$ cat config.mk
export PLATFORM = sky130hd
export DESIGN_NAME = qse_datapath
export DESIGN_NICKNAME = d
export VERILOG_FILES = /design/src/quicksort_engine_assert.svh /design/src/qse_pkg.sv /design/src/qse_ram.sv /design/src/qse_datapath.sv
export SDC_FILE = /design/constraint.sdc
export NUM_CORES = 2
export LEC_CHECK = 0
export BUFFER_PORTS_ARGS = -buffer_cell sky130_fd_sc_hd__buf_4
export CORE_UTILIZATION = 43
export DETAILED_ROUTE_END_ITERATION = 10
export REMOVE_ABC_BUFFERS = 1
export SETUP_SLACK_MARGIN = 0.15
export SLEW_MARGIN = 20
export SYNTH_ARGS = -nofsm -noshare
export SYNTH_HDL_FRONTEND = slang
export SYNTH_HIERARCHICAL = 1
export SYNTH_SLANG_ARGS = --single-unit
$ cat constraint.sdc
create_clock -name i_clk -period 9.2 [get_ports i_clk]
set_clock_uncertainty 0.1 [all_clocks]
set_input_delay 0.92 -clock i_clk [delete_from_list [all_inputs] [get_ports i_clk]]
set_output_delay 0.92 -clock i_clk [all_outputs]
set_load 0.005 [all_outputs]
$ cat src/quicksort_engine_assert.svh
// assertion macros for the quicksort engine
`ifndef QUICKSORT_ENGINE_ASSERT_SVH
`define QUICKSORT_ENGINE_ASSERT_SVH

// property that must hold at every edge outside reset
`define QS_ASSERT(label, clk, rst_n, prop, msg) \
    label: assert property (@(posedge clk) disable iff (!rst_n) (prop)) else $error(msg);

// implication checked on the following edge
`define QS_ASSERT_NEXT(label, clk, rst_n, ante, cons, msg) \
    label: assert property (@(posedge clk) disable iff (!rst_n) (ante) |=> (cons)) \
        else $error(msg);

`endif

$ cat src/qse_pkg.sv
// ----------------------------------------------------------------------------
// qse_pkg
// shared types and constants of the quicksort engine
// ----------------------------------------------------------------------------
package qse_pkg;

    localparam int MAX_KEYS_DEF = 64;
    localparam int KEY_W        = 64;
    localparam int STACK_DEPTH  = 8;

    // commands from controller to datapath
    typedef enum logic [3:0] {
        CMD_NONE,
        CMD_WRITE_IN,   // store input key at count
        CMD_RD_MID,     // read store at mid
        CMD_RD_HI,      // read store at hi
        CMD_WR_SWAP_MH, // write hi-key just read at mid
        CMD_RD_J,       // read store at j
        CMD_RD_I,       // read store at i
        CMD_WR_SWAP_IJ, // write i-key just read at j
        CMD_WR_FINAL,   // write i-key just read at hi
        CMD_RD_OUT,     // read store at output index
        CMD_WR_HOLD,    // write held j-key at i
        CMD_WR_PIVOT    // write pivot at i
    } t_cmd;

    // status from datapath to controller
    typedef struct packed {
        logic rd_less;   // last read key below pivot
    } t_status;

    // sign-magnitude to unsigned order code
    function automatic logic [KEY_W-1:0] order_code(input logic [KEY_W-1:0] b);
        order_code = b[KEY_W-1] ? ~b : (b | {1'b1, {(KEY_W-1){1'b0}}});
    endfunction

endpackage

$ cat src/qse_ram.sv
// ----------------------------------------------------------------------------
// qse_ram
// generic single port ram with registered read
// ----------------------------------------------------------------------------
module qse_ram #(
    parameter int WIDTH = 64,
    parameter int DEPTH = 64
) (
    input  logic                     i_clk,
    input  logic                     i_we,
    input  logic [$clog2(DEPTH)-1:0] i_addr,
    input  logic [WIDTH-1:0]         i_wdata,
    output logic [WIDTH-1:0]         o_rdata
);
    logic [WIDTH-1:0] r_mem [DEPTH];

    // write or read one address per cycle
    always_ff @(posedge i_clk) begin
        if (i_we) begin
            r_mem[i_addr] <= i_wdata;
        end
        o_rdata <= r_mem[i_addr];
    end
endmodule

$ cat src/qse_datapath.sv
// ----------------------------------------------------------------------------
// qse_datapath
// key store, pivot and swap holding registers, comparator
// ----------------------------------------------------------------------------
module qse_datapath #(
    parameter int MAX_KEYS = qse_pkg::MAX_KEYS_DEF
) (
    input  logic                        i_clk,
    input  qse_pkg::t_cmd               i_cmd,
    input  logic [$clog2(MAX_KEYS)-1:0] i_addr,
    input  logic [qse_pkg::KEY_W-1:0]   i_key,
    output qse_pkg::t_status            o_status,
    output logic [qse_pkg::KEY_W-1:0]   o_rdata
);
    localparam int AW = $clog2(MAX_KEYS);

    logic                      we;
    logic [qse_pkg::KEY_W-1:0] wdata;
    logic [qse_pkg::KEY_W-1:0] rdata;
    logic [qse_pkg::KEY_W-1:0] r_pivot;
    logic [qse_pkg::KEY_W-1:0] r_hold;
    qse_pkg::t_cmd             r_last_cmd;
    logic [AW-1:0]             addr;

    assign addr = i_addr;

    // write data selection: input key, key just read, held key or pivot
    always_comb begin
        we    = 1'b0;
        wdata = r_hold;
        unique case (i_cmd) inside
            qse_pkg::CMD_WRITE_IN: begin
                we    = 1'b1;
                wdata = i_key;
            end
            qse_pkg::CMD_WR_SWAP_MH, qse_pkg::CMD_WR_SWAP_IJ, qse_pkg::CMD_WR_FINAL: begin
                we    = 1'b1;
                wdata = rdata;
            end
            qse_pkg::CMD_WR_HOLD: begin
                we    = 1'b1;
                wdata = r_hold;
            end
            qse_pkg::CMD_WR_PIVOT: begin
                we    = 1'b1;
                wdata = r_pivot;
            end
            default: begin
                we    = 1'b0;
                wdata = r_hold;
            end
        endcase
    end

    qse_ram #(.WIDTH(qse_pkg::KEY_W), .DEPTH(MAX_KEYS)) u_store (
        .i_clk  (i_clk),
        .i_we   (we),
        .i_addr (addr),
        .i_wdata(wdata),
        .o_rdata(rdata)
    );

    // capture read data from the store's registered output, keyed by the registered read command
    always_ff @(posedge i_clk) begin
        r_last_cmd <= i_cmd;
        if (r_last_cmd == qse_pkg::CMD_RD_MID) begin
            r_pivot <= rdata;
        end
        if (r_last_cmd == qse_pkg::CMD_RD_J) begin
            r_hold <= rdata;
        end
    end

    assign o_status.rd_less = qse_pkg::order_code(rdata) < qse_pkg::order_code(r_pivot);
    assign o_rdata          = rdata;
endmodule

* After elaboration in Yosys (flattened, before gate mapping)
Memory sizes are Yosys's and may differ from the RTL's. A register that Yosys moved wholly into a read port is not among the register bits.
Index checks and enable logic that the tools add are counted.
** Word-level totals
- Output and inout port bits :: 65
- Memories :: 1
- Logic and storage cells :: 23
- Memory bits (writable) :: 4096
- Register bits after elaboration :: 132
- Bits of input ports :: 75
** Memories
- u_store.r_mem :: depth 64, bits a word 64, read ports 1, clocked after Yosys merged registers in 1, wr ports 1, RTL line qse_ram.sv:15 : logic [WIDTH-1:0] r_mem [DEPTH];
** Cells by class
- Bitwise logic cells :: 2
- $lt $le $gt $ge :: 1
- Reduce and logical (&&, ||, !) cells :: 2
- Mux-type cells :: 6
- Equality and inequality tests :: 8
** Operators by type and width (count)
- $pmux 64 s3 :: 1
- $mux 64 :: 2
- $not 64->64 :: 2
- $lt 64x64->1 :: 1
- $eq 4x3->1 const B :: 3
- $eq 4x4->1 const B :: 3
- $reduce_or 6->1 :: 1
- $eq 4x1->1 const B :: 1
- $eq 4x2->1 const B :: 1
- $mux 1 :: 3
- $reduce_or 3->1 :: 1

* Longest topological paths before layout
- Depth after elaboration :: 5
- Gate-level depth with buffers :: 11
- Mapped depth without buffers :: 8

* Modules after synthesis
The synthesis kept the hierarchy.
** By module, submodules not included
- qse_ram :: area an instance 155452.8 µm², times used 1, seq. area each 124279.2 µm², cells each 8619
- qse_datapath :: area an instance 7941.4 µm², times used 1, seq. area each 3923.8 µm², cells each 676

* Worst setup path after synthesis
OpenSTA, ideal clock, no wires.
- Path type :: flip-flop to flip-flop
- From :: register r_last_cmd[3]
- To :: register r_pivot[0] (netlist name) (enable)
- Slack :: 1.490 ns
- Period minus slack after synthesis :: 7.710 ns
- Arrival time :: 6.944 ns
- Data required time :: 8.433 ns
- Stages on the path, launching flop included :: 2
- Buffers on the path :: 0
- Setup time :: 0.667 ns
- Path through :: dfxtp_1 nor4b_1
** On the way
- Word-level cells in the longest chain between the ends :: 1
** Ends and longest elaborated chain
- start: declaration :: RTL line qse_datapath.sv:22 : qse_pkg::t_cmd r_last_cmd;
- start signal: assignment :: RTL line qse_datapath.sv:65 : r_last_cmd <= i_cmd;
- $eq 4x2->1 :: RTL line qse_datapath.sv:66 : if (r_last_cmd == qse_pkg::CMD_RD_MID) begin
- end signal: assignment :: RTL line qse_datapath.sv:67 : r_pivot <= rdata;
- end: declaration :: RTL line qse_datapath.sv:20 : logic [qse_pkg::KEY_W-1:0] r_pivot;
Every way passes these cells.
A chain may end at the register's enable or synchronous reset.

* Worst setup path in the final report
- From :: register r_pivot[63] (netlist name)
- To :: output port o_status
** On the way
- Word-level cells in the longest chain between the ends :: 3
** Ends and longest elaborated chain
- $not 64->64 :: RTL line qse_pkg.sv:34 : order_code = b[KEY_W-1] ? ~b : (b | {1'b1, {(KEY_W-1){1'b0}}});
- $mux 64 * :: RTL line qse_pkg.sv:34
- $lt 64x64->1 * :: RTL line qse_datapath.sv:74 : assign o_status.rd_less = qse_pkg::order_code(rdata) < qse_pkg::order_code(r_pivot);
- end: declaration :: RTL line qse_datapath.sv:12 : output qse_pkg::t_status o_status,
Every way passes the cells marked *; elsewhere a longest branch is shown, timed or not.

==> impl_metrics.json <==
{
  "status": "finished, violations left",
  "violations": "DRC",
  "cts_made_buffers": 425,
  "cts-htree-levels": 5,
  "ioPinCount": 140,
  "max_freq_ghz": 0.148,
  "final_nets": 9692,
  "insertion_delay_ns": 1.01,
  "grt_first_pass_wirelength_um": 780000,
  "syn_area_per_cell_um2": 17.6,
  "tns_ns": 0,
  "die_w_um": 618,
  "wire_per_inst_um": 38.6,
  "place_ws_ns": 3.38,
  "synth-seq-cells": 4292,
  "top_usage_layer": "met2",
  "cp_max_fo": 47,
  "layout_min_cycle_time_ns": 6.75,
  "synth_warnings": 6,
  "crit_type": "reg2out",
  "met3_usage_pct": 6.15,
  "cellPowerDensity_nw_per_um2": 230,
  "grt-ovfl-total": 0,
  "r2r_setup_slack_ns": 5.94,
  "pwr-share-clk_pct": 40.9,
  "dp_hpwl_um": 310000,
  "async_flop_share_pct": 0,
  "mostFrequentLayoutCells": "edfxtp_1 (4224), a22oi_1 (684), a221oi_1 (640)",
  "synth_edf_count": 4224,
  "internal-power_w": 0.0329,
  "whs_ns": 0.356,
  "power_frac_comb_pct": 7.4,
  "maxCapViolCount": 0,
  "postRouteAntennaNets": 0,
  "slowest_stage": "edfxtp_1",
  "cts_resized": 0,
  "power.switching_w": 0.00999,
  "hp-start": "i_addr[4]",
  "min_to": "u_store/o_rdata[1]",
  "switching_share_pct": 23.3,
  "clockBufferDepth": 4,
  "required_ns": 8.18,
  "coreArea_um2": 377000,
  "seqPwrFrac_pct": 51.7,
  "cp_slowest_stage_delay_ns": 1.12,
  "min_path_cells": 3,
  "multi_input_area_um2": 33200,
  "cp.depth": 9,
  "hp-class": "in2reg",
  "hold_viol": 0,
  "rsz0062_at_grt": "false",
  "end_kind": "output port",
  "fp.dieH_um": 618,
  "cp.arrival_ns": 5.73,
  "crit_family": "compound AO/OA/AOI/OAI gates",
  "met2_usage_pct": 45.2,
  "synth_flop_cell": "edfxtp_1",
  "post-route-period-util_pct": 73.4,
  "synth_area_um2": 163000,
  "first_global_vias": 95701,
  "tritoncts": "yes",
  "dr_total_vias": 100497,
  "syn_inst": 9295,
  "reg2reg_to": "u_store/r_mem[17][63]",
  "met1_usage_pct": 39.3,
  "clk_pin_slew_worst_paths_ns": 0.06,
  "worst_pin_slew_ns": 1.27,
  "cp.buffers_inverters": 2,
  "antenna_found_initial": 27,
  "worstReg2RegStart": "r_pivot[63]",
  "drt-initial-drc-count": 17998,
  "gp_congestion": 0.875,
  "grt_max_degree": 135,
  "root_buffer": "clkbuf_16",
  "drive_gt1_share_pct": 16.0,
  "power.total_w": 0.0429,
  "viasPerCell": 6.73,
  "grtUsageTotal_pct": 29.3,
  "cts.sinks": 4292,
  "dieArea_um2": 382000,
  "first_pass_iters": 10,
  "power.leakage_nw": 58.5,
  "start_util_pct": 43.3,
  "final_area_um2": 186000,
  "wl_um": 577000,
  "io_buffer_count": 139,
  "finalSetupViolations": 0,
  "reg2reg_depth": 4,
  "setup_slack_ns": 2.45,
  "peakVddDrop_uv": 181,
  "start_kind": "flop",
  "ctsHoldBuffers": 4,
  "startpoint": "r_pivot[63]",
  "syn_to_final_growth_pct": 14.0,
  "ys_types": 69,
  "drc": 2,
  "ys_seq_area_share_pct": 78.5,
  "mostFrequentLayoutCell": "edfxtp_1",
  "placed_area_um2": 172000,
  "drv_slew": 0,
  "fillers": 30534,
  "cts_setup_buffers": 0,
  "slew_headroom_pct": 15.4,
  "rows": 225,
  "worstPathCellList": "buf_4 -> xnor2_1 -> ha_1 -> a21oi_1 -> o21ai_0 -> a221o_1 -> o21ai_0 -> and3_1 -> buf_4",
  "seq_area_um2": 128000
}
worst register-to-register path: stages, from the launching register on:
cell,delay [ns]
edfxtp_1,1.12
buf_4,0.87
a222oi_1,0.22
nand2_1,0.13
buf_4,0.49
synth_stat cells (all sizes together), types with 92 or more instances:
cell type     n  share of area (%)
a21oi       275               0.84
a221oi      641                3.4
a222oi       92               0.56
a22oi       684                3.1
buf         413                1.3
clkbuf      288               0.66
edfxtp     4224                 78
mux2        204                1.4
mux2i       337                2.1
nand2       376               0.86
nor2        349               0.81
o21ai       149               0.46
o22ai       506                1.9
sequential cells by signal, indices dropped and copies added (netlist names):
register and cells:
u_store/o_rdata 64, r_pivot 64, r_last_cmd 4, r_hold 64, u_store/r_mem 4096
worst max path at each step:
stage / to
after CTS: o_status
after global placement: u_store/r_mem[5][35]
after detailed placement: u_store/r_mem[5][37]
final: o_status
after global routing: o_status
after floorplan: u_store/r_mem[1][0]
power by group through the flow:
| stage | Sequential, W | Combinational, W | Clock, W |
|---|---|---|---|
| floorplan | 0.0226 | 0.00145 | 0 |
| global placement | 0.0226 | 0.00299 | 0 |
| detailed placement | 0.0226 | 0.00308 | 0 |
| CTS | 0.0222 | 0.00310 | 0.0176 |
| global route | 0.0222 | 0.00328 | 0.0184 |
| finish | 0.0222 | 0.00316 | 0.0175 |
kinds of logic (layout without fill, tap and decap cells):
family | Yosys count | count (layout) | share of synthesized area, %
AOI/OAI and AO/OA | 2547 | 2547 | 11.5
buffers and inverters | 706 | 1338 | 1.95
muxes | 604 | 604 | 4.34
and+or+nand+nor | 955 | 955 | 2.58
other | 0 | 18 | 0
xor gates and xnor gates | 128 | 128 | 0.686
adders and majority gates | 63 | 63 | 0.482
DFF | 4292 | 4292 | 78.5
area by class of cell:
| cell class | count | share of cell area, % |
|---|---|---|
| well taps | 4994 | 3.35 |
| clock buffers | 586 | 6.25 |
| inverters | 5 | 0.0195 |
| diodes | 18 | 0.0242 |
| flip-flops and latches | 4292 | 68.8 |
| repair buffers | 533 | 2.40 |
| clock inverters | 214 | 1.29 |
| multi-input cells | 4297 | 17.8 |
layer usage:
layer,part of all wire [%],wire length [µm]
met5,0.0023,13
met2,45,260000
met4,6.1,35500
met1,36,210000
met3,12,71900
per-stage QoR:
stage | util, % | instances
2_1_floorplan | - | 8594
3_3_place_gp | 45.6 | 14106
3_5_place_dp | 45.7 | 14117
4_1_cts | 49.4 | 14921
5_1_grt | 49.4 | 14923
6_report | 49.4 | 14939
Note: power is estimated with default switching activity, not from simulation.
