### config.mk
export PLATFORM = sky130hd
export DESIGN_NAME = qse_ctrl
export DESIGN_NICKNAME = d
export VERILOG_FILES = /design/src/quicksort_engine_assert.svh /design/src/qse_pkg.sv /design/src/qse_ctrl.sv
export SDC_FILE = /design/constraint.sdc
export NUM_CORES = 1
export LEC_CHECK = 0
export BUFFER_PORTS_ARGS = -buffer_cell sky130_fd_sc_hd__clkbuf_2
export CAP_MARGIN = 15
export CELL_PAD_IN_SITES_DETAIL_PLACEMENT = 1
export CELL_PAD_IN_SITES_GLOBAL_PLACEMENT = 2
export CORE_UTILIZATION = 47
export DETAILED_ROUTE_END_ITERATION = 7
export GPL_TIMING_DRIVEN = 0
export HOLD_SLACK_MARGIN = 0.08
export PLACE_DENSITY = 0.95
export SYNTH_ARGS = -nofsm -noshare
export SYNTH_HDL_FRONTEND = slang
export SYNTH_SLANG_ARGS = --single-unit
### constraint.sdc
create_clock -name i_clk -period 13 [get_ports i_clk]
set_clock_uncertainty 0.1 [all_clocks]
set_input_delay 0 -clock i_clk [delete_from_list [all_inputs] [get_ports i_clk]]
set_output_delay 0 -clock i_clk [all_outputs]
set_load 0.01 [all_outputs]
### src/quicksort_engine_assert.svh
// assertion macros for the quicksort engine
`ifndef QUICKSORT_ENGINE_ASSERT_SVH
`define QUICKSORT_ENGINE_ASSERT_SVH

// property that must hold at every edge outside reset
`define QS_ASSERT(label, clk, rst_n, prop, msg) \
    label: assert property (@(posedge clk) disable iff (!rst_n) (prop)) else $error(msg);

// implication checked on the following edge
`define QS_ASSERT_NEXT(label, clk, rst_n, ante, cons, msg) \
    label: assert property (@(posedge clk) disable iff (!rst_n) (ante) |=> (cons)) \
        else $error(msg);

`endif

### src/qse_pkg.sv
// ----------------------------------------------------------------------------
// qse_pkg
// shared types and constants of the quicksort engine
// ----------------------------------------------------------------------------
package qse_pkg;

    localparam int MAX_KEYS_DEF = 64;
    localparam int KEY_W        = 64;
    localparam int STACK_DEPTH  = 8;

    // commands from controller to datapath
    typedef enum logic [3:0] {
        CMD_NONE,
        CMD_WRITE_IN,   // store input key at count
        CMD_RD_MID,     // read store at mid
        CMD_RD_HI,      // read store at hi
        CMD_WR_SWAP_MH, // write hi-key just read at mid
        CMD_RD_J,       // read store at j
        CMD_RD_I,       // read store at i
        CMD_WR_SWAP_IJ, // write i-key just read at j
        CMD_WR_FINAL,   // write i-key just read at hi
        CMD_RD_OUT,     // read store at output index
        CMD_WR_HOLD,    // write held j-key at i
        CMD_WR_PIVOT    // write pivot at i
    } t_cmd;

    // status from datapath to controller
    typedef struct packed {
        logic rd_less;   // last read key below pivot
    } t_status;

    // sign-magnitude to unsigned order code
    function automatic logic [KEY_W-1:0] order_code(input logic [KEY_W-1:0] b);
        order_code = b[KEY_W-1] ? ~b : (b | {1'b1, {(KEY_W-1){1'b0}}});
    endfunction

endpackage

### src/qse_ctrl.sv
// ----------------------------------------------------------------------------
// qse_ctrl
// controller: loading, partition sequencing, range stack and readout
// ----------------------------------------------------------------------------
module qse_ctrl #(
    parameter int MAX_KEYS = qse_pkg::MAX_KEYS_DEF
) (
    input  logic                        i_clk,
    input  logic                        i_rst_n,
    input  logic                        i_in_valid,
    output logic                        o_in_ready,
    input  logic                        i_in_last,
    input  logic                        i_out_slot_free,
    input  qse_pkg::t_status            i_status,
    output qse_pkg::t_cmd               o_cmd,
    output logic [$clog2(MAX_KEYS)-1:0] o_addr,
    output logic                        o_rd_out,
    output logic                        o_rd_last
);
    localparam int AW = $clog2(MAX_KEYS);
    localparam int CW = $clog2(MAX_KEYS + 1);
    localparam int SW = $clog2(qse_pkg::STACK_DEPTH + 1);

    typedef enum logic [3:0] {
        S_LOAD, S_POP, S_RD_MID, S_RD_HI, S_SWAP_MH, S_RD_J, S_CMP,
        S_RD_I, S_SWAP_IJ, S_RD_IF, S_FINAL, S_OUT, S_WR_HOLD, S_WR_PIV
    } t_state;

    t_state          r_state, n_state;
    logic [CW-1:0]   r_count, n_count;
    logic [AW-1:0]   r_lo, n_lo, r_hi, n_hi, r_i, n_i, r_j, n_j, r_mid, n_mid;
    logic [2*AW-1:0] r_stack [qse_pkg::STACK_DEPTH];
    logic [SW-1:0]   r_sp, n_sp;
    logic [CW-1:0]   r_oidx, n_oidx;
    logic            push_a, push_b;
    logic [2*AW-1:0] push_a_val, push_b_val;
    logic [AW:0]     left_n, right_n;
    logic [2*AW-1:0] top;
    logic [AW:0]     span;

    assign o_in_ready   = (r_state == S_LOAD);
    assign top          = r_stack[r_sp[$clog2(qse_pkg::STACK_DEPTH)-1:0] - 1'b1];
    assign left_n       = {1'b0, r_i} - {1'b0, r_lo};
    assign right_n      = {1'b0, r_hi} - {1'b0, r_i};
    assign span         = {1'b0, top[AW-1:0]} - {1'b0, top[2*AW-1:AW]} + 1'b1;

    // next state and command
    always_comb begin
        n_state = r_state; n_count = r_count; n_lo = r_lo; n_hi = r_hi;
        n_i = r_i; n_j = r_j; n_mid = r_mid; n_sp = r_sp; n_oidx = r_oidx;
        o_cmd = qse_pkg::CMD_NONE; o_addr = r_j; o_rd_out = 1'b0; o_rd_last = 1'b0;
        push_a = 1'b0; push_b = 1'b0;
        push_a_val = {r_lo, r_i - 1'b1}; push_b_val = {r_i + 1'b1, r_hi};
        unique case (r_state)
            S_LOAD: begin
                o_addr = r_count[AW-1:0];
                if (i_in_valid) begin
                    o_cmd   = qse_pkg::CMD_WRITE_IN;
                    n_count = r_count + 1'b1;
                    if (i_in_last || r_count == CW'(MAX_KEYS - 1)) begin
                        n_oidx = '0;
                        if (r_count == '0) begin
                            n_state = S_OUT;
                        end else begin
                            n_lo = '0; n_hi = r_count[AW-1:0];
                            n_state = S_RD_MID;
                            n_mid = AW'(({1'b0, r_count[AW-1:0]} + 1'b1) >> 1);
                        end
                    end
                end
            end
            S_POP: begin
                if (r_sp == '0) begin
                    n_state = S_OUT; n_oidx = '0;
                end else begin
                    n_sp = r_sp - 1'b1;
                    n_lo = top[2*AW-1:AW]; n_hi = top[AW-1:0];
                    n_mid = AW'({1'b0, top[2*AW-1:AW]} + (span >> 1));
                    n_state = S_RD_MID;
                end
            end
            S_RD_MID: begin
                o_cmd = qse_pkg::CMD_RD_MID; o_addr = r_mid; n_state = S_RD_HI;
            end
            S_RD_HI: begin
                o_cmd = qse_pkg::CMD_RD_HI; o_addr = r_hi; n_state = S_SWAP_MH;
            end
            S_SWAP_MH: begin
                // hi-key arriving from the store goes to mid; pivot stays in its register
                o_cmd = qse_pkg::CMD_WR_SWAP_MH; o_addr = r_mid;
                n_i = r_lo; n_j = r_lo; n_state = S_RD_J;
            end
            S_RD_J: begin
                if (r_j == r_hi) begin
                    n_state = S_RD_IF;
                end else begin
                    o_cmd = qse_pkg::CMD_RD_J; o_addr = r_j; n_state = S_CMP;
                end
            end
            S_CMP: begin
                if (i_status.rd_less) begin
                    n_state = S_RD_I;
                end else begin
                    n_j = r_j + 1'b1; n_state = S_RD_J;
                end
            end
            S_RD_I: begin
                o_cmd = qse_pkg::CMD_RD_I; o_addr = r_i; n_state = S_SWAP_IJ;
            end
            S_SWAP_IJ: begin
                // i-key arriving from the store goes to j; hold keeps the j-key
                o_cmd = qse_pkg::CMD_WR_SWAP_IJ; o_addr = r_j;
                n_state = S_WR_HOLD;
            end
            S_WR_HOLD: begin
                o_cmd = qse_pkg::CMD_WR_HOLD; o_addr = r_i;
                n_i = r_i + 1'b1; n_j = r_j + 1'b1; n_state = S_RD_J;
            end
            S_RD_IF: begin
                o_cmd = qse_pkg::CMD_RD_I; o_addr = r_i; n_state = S_FINAL;
            end
            S_FINAL: begin
                // i-key goes to hi, pivot to i next
                o_cmd = qse_pkg::CMD_WR_FINAL; o_addr = r_hi; n_state = S_WR_PIV;
            end
            S_WR_PIV: begin
                o_cmd = qse_pkg::CMD_WR_PIVOT; o_addr = r_i;
                n_state = S_POP;
                // larger part pushed first so the smaller is taken next
                if (left_n >= right_n) begin
                    push_a = (left_n >= 2); push_b = (right_n >= 2);
                    push_a_val = {r_lo, r_i - 1'b1}; push_b_val = {r_i + 1'b1, r_hi};
                end else begin
                    push_a = (right_n >= 2); push_b = (left_n >= 2);
                    push_a_val = {r_i + 1'b1, r_hi}; push_b_val = {r_lo, r_i - 1'b1};
                end
            end
            S_OUT: begin
                o_addr = r_oidx[AW-1:0];
                if (r_oidx == r_count) begin
                    n_state = S_LOAD; n_count = '0;
                end else if (i_out_slot_free) begin
                    o_cmd = qse_pkg::CMD_RD_OUT; o_rd_out = 1'b1;
                    o_rd_last = (r_oidx + 1'b1 == r_count);
                    n_oidx = r_oidx + 1'b1;
                end
            end
            default: n_state = S_LOAD;
        endcase
        if (push_a && push_b) n_sp = r_sp + 2'd2;
        else if (push_a || push_b) n_sp = r_sp + 1'b1;
    end

    // state, counters and range stack
    always_ff @(posedge i_clk) begin
        if (!i_rst_n) begin
            r_state <= S_LOAD; r_count <= '0; r_sp <= '0; r_oidx <= '0;
        end else begin
            r_state <= n_state; r_count <= n_count; r_sp <= n_sp; r_oidx <= n_oidx;
        end
        r_lo <= n_lo; r_hi <= n_hi; r_i <= n_i; r_j <= n_j; r_mid <= n_mid;
        if (push_a) r_stack[r_sp[$clog2(qse_pkg::STACK_DEPTH)-1:0]] <= push_a_val;
        if (push_b) r_stack[r_sp[$clog2(qse_pkg::STACK_DEPTH)-1:0] + 1'b1] <= push_b_val;
    end
endmodule

# Word level (Yosys, flattened, before mapping)
# Memory sizes are Yosys's and may differ from the RTL's.
# Index checks and enable logic that the tools add are counted.
op_classes:
  n_reduce_logical: 23
  n_addsub: 16
  eq_ne: 27
  mux: 63
  magnitude_cmp: 3
op_table:
  columns: ["operator", "count"]
  rows:
  - ["two-way mux 6 bit", 13]
  - ["case mux 4 bit (13 select lines)", 1]
  - ["two-way mux 7 bit", 7]
  - ["two-way mux 12 bit", 4]
  - ["two-way mux 4 bit", 12]
  - ["case mux 6 bit (2 select lines)", 4]
  - ["case mux 4 bit (11 select lines)", 1]
  - ["case mux 6 bit (5 select lines)", 1]
  - ["== test 4 bit, second input constant", 6]
  - ["adder 7 x 1 -> 7 bit, second input constant", 3]
  - ["case mux 7 bit (3 select lines)", 1]
  - ["subtractor 6 x 6 -> 7 bit", 3]
  - ["case mux 6 bit (3 select lines)", 1]
  - ["== test 4 x 3 -> 1 bit, second input constant", 4]
  - ["!= test 2 bit, second input constant", 8]
  - ["two-way mux 1 bit", 15]
  - ["== test 7 bit", 2]
  - [">= comparator 7 x 2 -> 1 bit, second input constant", 2]
  - ["case mux 7 bit (2 select lines)", 1]
  - ["adder 6 x 1 -> 6 bit, second input constant", 2]
  - ["nonzero test 3 bit", 3]
  - ["== test 4 x 2 -> 1 bit, second input constant", 2]
  - ["zero test 4 bit", 2]
  - ["OR reduction 2 bit", 4]
  - ["other kinds (25)", 30]
word_totals:
  input_bits: 6
  memories: 1
  register_bits: 52
  wordCells: 142
  ramBits: 96
  output_inout_bits: 13
mem_list:
  columns: ["name", "words", "width", "read_ports", "rd_clocked_by_memory_dff", "wr", "line_no", "source"]
  rows:
  - ["r_stack", 8, 12, 1, 0, 2, "qse_ctrl.sv:32", "logic [2*AW-1:0] r_stack [qse_pkg::STACK_DEPTH];"]

# Longest topological paths before layout
logic_depth:
  word_depth: 7
  mapped_depth: 22

# Worst setup path after synthesis
# No wires, ideal clock.
synth_path:
  path_type: "reg2reg"
  start: "register r_sp[0]"
  end: "register r_mid[5] (data pin)"
  t_arrival_ns: 5.199
  synth_period_minus_slack_ns: 5.586
  slack_ns: 7.414
  stages_incl_launch_ff: 21
  t_required_ns: 12.613
  cell_sequence: "dfxtp_1 -> buf_1 -> clkbuf_1 -> inv_1 -> ha_1 -> clkbuf_1 -> clkbuf_1 -> mux4_2 -> mux2_2 -> ha_1 -> inv_1 -> fa_1 -> inv_1 -> ha_1 -> a21o_1 -> a21oi_1 -> o21bai_1 -> a21oi_1 -> xnor2_1 -> nand2_1 -> o21ai_0"
synth_via:
  elab_chain_cells: 7
synth_lines:
  columns: ["item", "line_no", "source"]
  rows:
  - ["from (decl)", "qse_ctrl.sv:33", "logic [SW-1:0] r_sp, n_sp;"]
  - ["from (signal assigned)", "qse_ctrl.sv:159", "r_state <= n_state; r_count <= n_count; r_sp <= n_sp; r_oidx <= n_oidx;"]
  - ["subtractor 3 x 1 -> 3 bit (*)", "qse_ctrl.sv:42", "assign top = r_stack[r_sp[$clog2(qse_pkg::STACK_DEPTH)-1:0] - 1'b1];"]
  - ["memory read (8 x 12 bit) (*)", null, null]
  - ["subtractor 6 x 6 -> 7 bit", "qse_ctrl.sv:45", "assign span = {1'b0, top[AW-1:0]} - {1'b0, top[2*AW-1:AW]} + 1'b1;"]
  - ["adder 7 x 1 -> 7 bit", "qse_ctrl.sv:45", null]
  - ["adder 6 bit (*)", "qse_ctrl.sv:78", "n_mid = AW'({1'b0, top[2*AW-1:AW]} + (span >> 1));"]
  - ["two-way mux 6 bit (*)", "qse_ctrl.sv:73", "if (r_sp == '0) begin"]
  - ["case mux 6 bit (2 select lines) (*)", "qse_ctrl.sv:54", "unique case (r_state)"]
  - ["named net n_mid[5]", "qse_ctrl.sv:31", "logic [AW-1:0] r_lo, n_lo, r_hi, n_hi, r_i, n_i, r_j, n_j, r_mid, n_mid;"]
  - ["to (signal assigned)", "qse_ctrl.sv:161", "r_lo <= n_lo; r_hi <= n_hi; r_i <= n_i; r_j <= n_j; r_mid <= n_mid;"]
  - ["to (decl)", "qse_ctrl.sv:31", null]
# The timed path passes the listed nets; every way through them passes the cells marked *. The select of a mux whose other input is x is not followed.
# A chain may end at the register's enable or synchronous reset.

# Worst setup path in the final report
# Same ends and word-level chain as after synthesis.

==> run metrics <==
Port Buffers=18; CTS buffer count=17; Leak=4.30 nW; Synth cell types=71; met1 usage=between 30 and 40%; #FFs+latches synth=between 100 and 150; First-pass DRT Iterations=5; commonest non-fill, non-tap cell in the layout=edfxtp_1; power share of the clock group=between 20% and 30%; outcome=finished clean; final wirelength=around 30000 um; ys async rst share=0%; fillers=around 2200; CTS Sinks=148; Sw Share=42.4%; Net Sw Power=approximately 1 mW; post_cts resized=0; register area share after synthesis=43.1%; relative slew slack=approximately a quarter; io pins=19; Remaining DRCs=0; hold path startpoint=i_status; Mapped Nets=943; cell internal pwr=1.37 mW; worst reg2reg path startpoint=r_sp[0]; number of synthesized flops with an enable pin=~130; Sum Neg Setup Slack=0 ps; CTS tree=built; CP required=approximately 13000 ps; final hold slack=between 90 and 100 ps; startpoint types=flip-flop; DR vias=7331; Die Footprint=21500 um2; busiest grt layer=met2; M3 GR Usage=~4.6%; H-tree levels=4; Detail Route Antenna Nets=0; vias in the first global route=7800; Mapped Avg Cell Area=about 11 um2; max-cap violations=0; drt first-iter violations=approximately 660; WHS Path Cells=3; via density per instance=roughly 6.1; f_max=between 0.1 and 0.15 GHz; CTS root buffer=clkbuf_16; Slew Limit Fails=0; setup slack, reg-to-reg=5160 ps; grt met2 use=around half; CTS clk-pin slew, worst paths=70 ps; power share of the sequential group=29.1%; Synth Warn #=0; final setup fails=0; ys flop type=edfxtp_1; Die W=146 um; R2R cell count=22; layout cell share with drive strength beyond 1=around 13%; first-pass GRT wire length=46500 um; Worst VDD drop=between 0.1 and 0.15 mV; period utilisation layout=around 60%; Synth Instances=883; die height=around 150 um; largest net degree at the start of global routing=19; worst skew pair latency=between 400 and 500 ps; worst min-delay path class=primary input to flip-flop; top fanout value on the critical path=10; Worst-Margin Slew=1150 ps; Worst Setup Path Type=flip-flop to flip-flop; layout net count=roughly 1000; Tmin final=between 7000 and 8000 ps; RR Endpoint=r_mid[5]; clk buf depth=2; RSZ-0062 raised after global routing=false; Area Growth Syn to Fin=10.8%; Inserted Diodes=0; post-detail-place hpwl=roughly 21000 um; Initial Util=48.2%; Post-Synthesis Cell Area=between 9000 and 10000 um2; GR Overflow Total=0; gr usage total=~29%; Core Footprint=just over 20000 um2; Hold EP=r_j[1]; row cnt=52; WP data arrival=just under 8000 ps; commonest non-fill, non-tap cells in the layout=edfxtp_1 (126), nand2_1 (87), nor2_1 (62); crit end category=flip-flop; initial antenna violation count=0; wire per inst=roughly 25 um; pwr dens=~220 nW/um2; Comb pwr share=49.5%; Final Hold Fails=0; RD Place Congestion=a little under 0.9
==> synthesized netlist by cell type, types with 5 or more instances <==
cell type,instances,share of area [%]
mux2_4,8,1.2
ha_1,49,6.2
nor2_1,62,2.4
mux2_1,51,5.9
edfxtp_1,126,39
inv_1,38,1.5
xnor2_1,33,2.9
nor4_1,5,0.32
clkbuf_1,36,1.4
and3_1,7,0.45
nor2b_1,10,0.64
a21o_1,10,0.77
a211oi_1,7,0.54
mux2_2,13,1.5
nor3b_1,7,0.54
xor2_1,26,2.3
and2_1,6,0.38
dfxtp_1,22,4.5
nand3_1,22,1.1
a21oi_1,35,1.8
buf_4,5,0.38
nand2_1,87,3.3
mux2i_1,44,4.5
nor3_1,13,0.66
o21ai_0,39,2.0
mux4_2,24,5.5
nand2b_1,8,0.51
a221o_1,6,0.61
fa_1,5,1.0
a222oi_1,6,0.61
buf_2,5,0.25
==> timing repair <==
action | in CTS | in global routing
hold buffers | 4 | 0
setup buffers | 0 | 0
hold endpoints to repair | 17 | 0
==> cells by family (layout without fill, tap and decap cells) <==
kind of cell	after synthesis	in the layout	share of synthesized area (%)
compound gates	139	139	9.54
xor+xnor	61	61	5.60
simple gates	248	248	12.1
buf+inv	93	148	3.89
flops	148	148	43.1
mux	140	140	18.6
fa+ha+maj	54	54	7.27
==> flip-flops by register name, summed over array words and instances (netlist names) <==
signal	count
r_state	4
r_hi	6
r_mid	6
r_j	6
r_count	7
r_sp	4
r_stack	96
r_lo	6
r_i	6
r_oidx	7
==> final cells by class <==
class	instances	area, um2	share of cell area (%)
inverters	42	158	1.45
clock inverters	15	161	1.48
repair buffers	23	138	1.27
clock buffers	17	425	3.91
flip-flops and latches	148	4220	38.8
multi-input cells	642	5210	47.9
well taps	270	338	3.11
plain buffers	51	224	2.06
==> through the flow <==
| step | cell area (um2) | total power [mW] | util (%) | cells | worst slack, ps |
|---|---|---|---|---|---|
| 6_report | 10900 | 2.38 | 53.4 | 1208 | 5160 |
| 4_1_cts | 10900 | 2.38 | 53.4 | 1208 | 5310 |
| 5_1_grt | 10900 | 2.52 | 53.4 | 1208 | 4970 |
| 3_5_place_dp | 10200 | 1.84 | 50.3 | 1172 | 5610 |
| 3_3_place_gp | 10200 | 1.79 | 50.3 | 1171 | 5700 |
| 2_1_floorplan | 9810 | 1.50 | - | 883 | 7410 |
==> layer usage <==
layer  wire length, um  vias up
met5                 0        -
met4               898        0
met3              1380       53
met2             14700      238
met1             12800     3708
li1                  -     3332
==> how the worst max path moves through the flow <==
stage                        from        to  cells after the start
final                     r_sp[0]  r_mid[5]                     22
after global routing      r_sp[0]  r_mid[5]                     22
after CTS                 r_sp[0]  r_mid[5]                     22
after detailed placement  r_sp[0]  r_mid[5]                     22
after global placement    r_sp[0]  r_mid[5]                     22
after floorplan           r_sp[0]  r_mid[5]                     20
==> critical path: stages (launching register included) <==
cell and delay [ps]:
dfxtp_1 520, buf_1 900, clkbuf_1 720, inv_1 240, ha_1 500, clkbuf_1 650, clkbuf_1 660, mux4_2 420
mux2i_1 380, ha_1 320, inv_1 80, ha_1 200, inv_1 70, fa_1 480, inv_1 80, ha_1 280
a21o_1 180, a21oi_1 230, o21bai_1 110, a21oi_1 250, xnor2_1 90, nand2_1 70, o21ai_0 70
==> power by group through the flow <==
stage | logic, mW | clock network [mW] | registers [mW]
after CTS | 1.18 | 0.510 | 0.690
after floorplan | 0.835 | 0 | 0.669
after global routing | 1.29 | 0.530 | 0.697
after global placement | 1.09 | 0 | 0.696
final | 1.18 | 0.510 | 0.692
after detailed placement | 1.14 | 0 | 0.698
(Power assumes the default switching activity.)
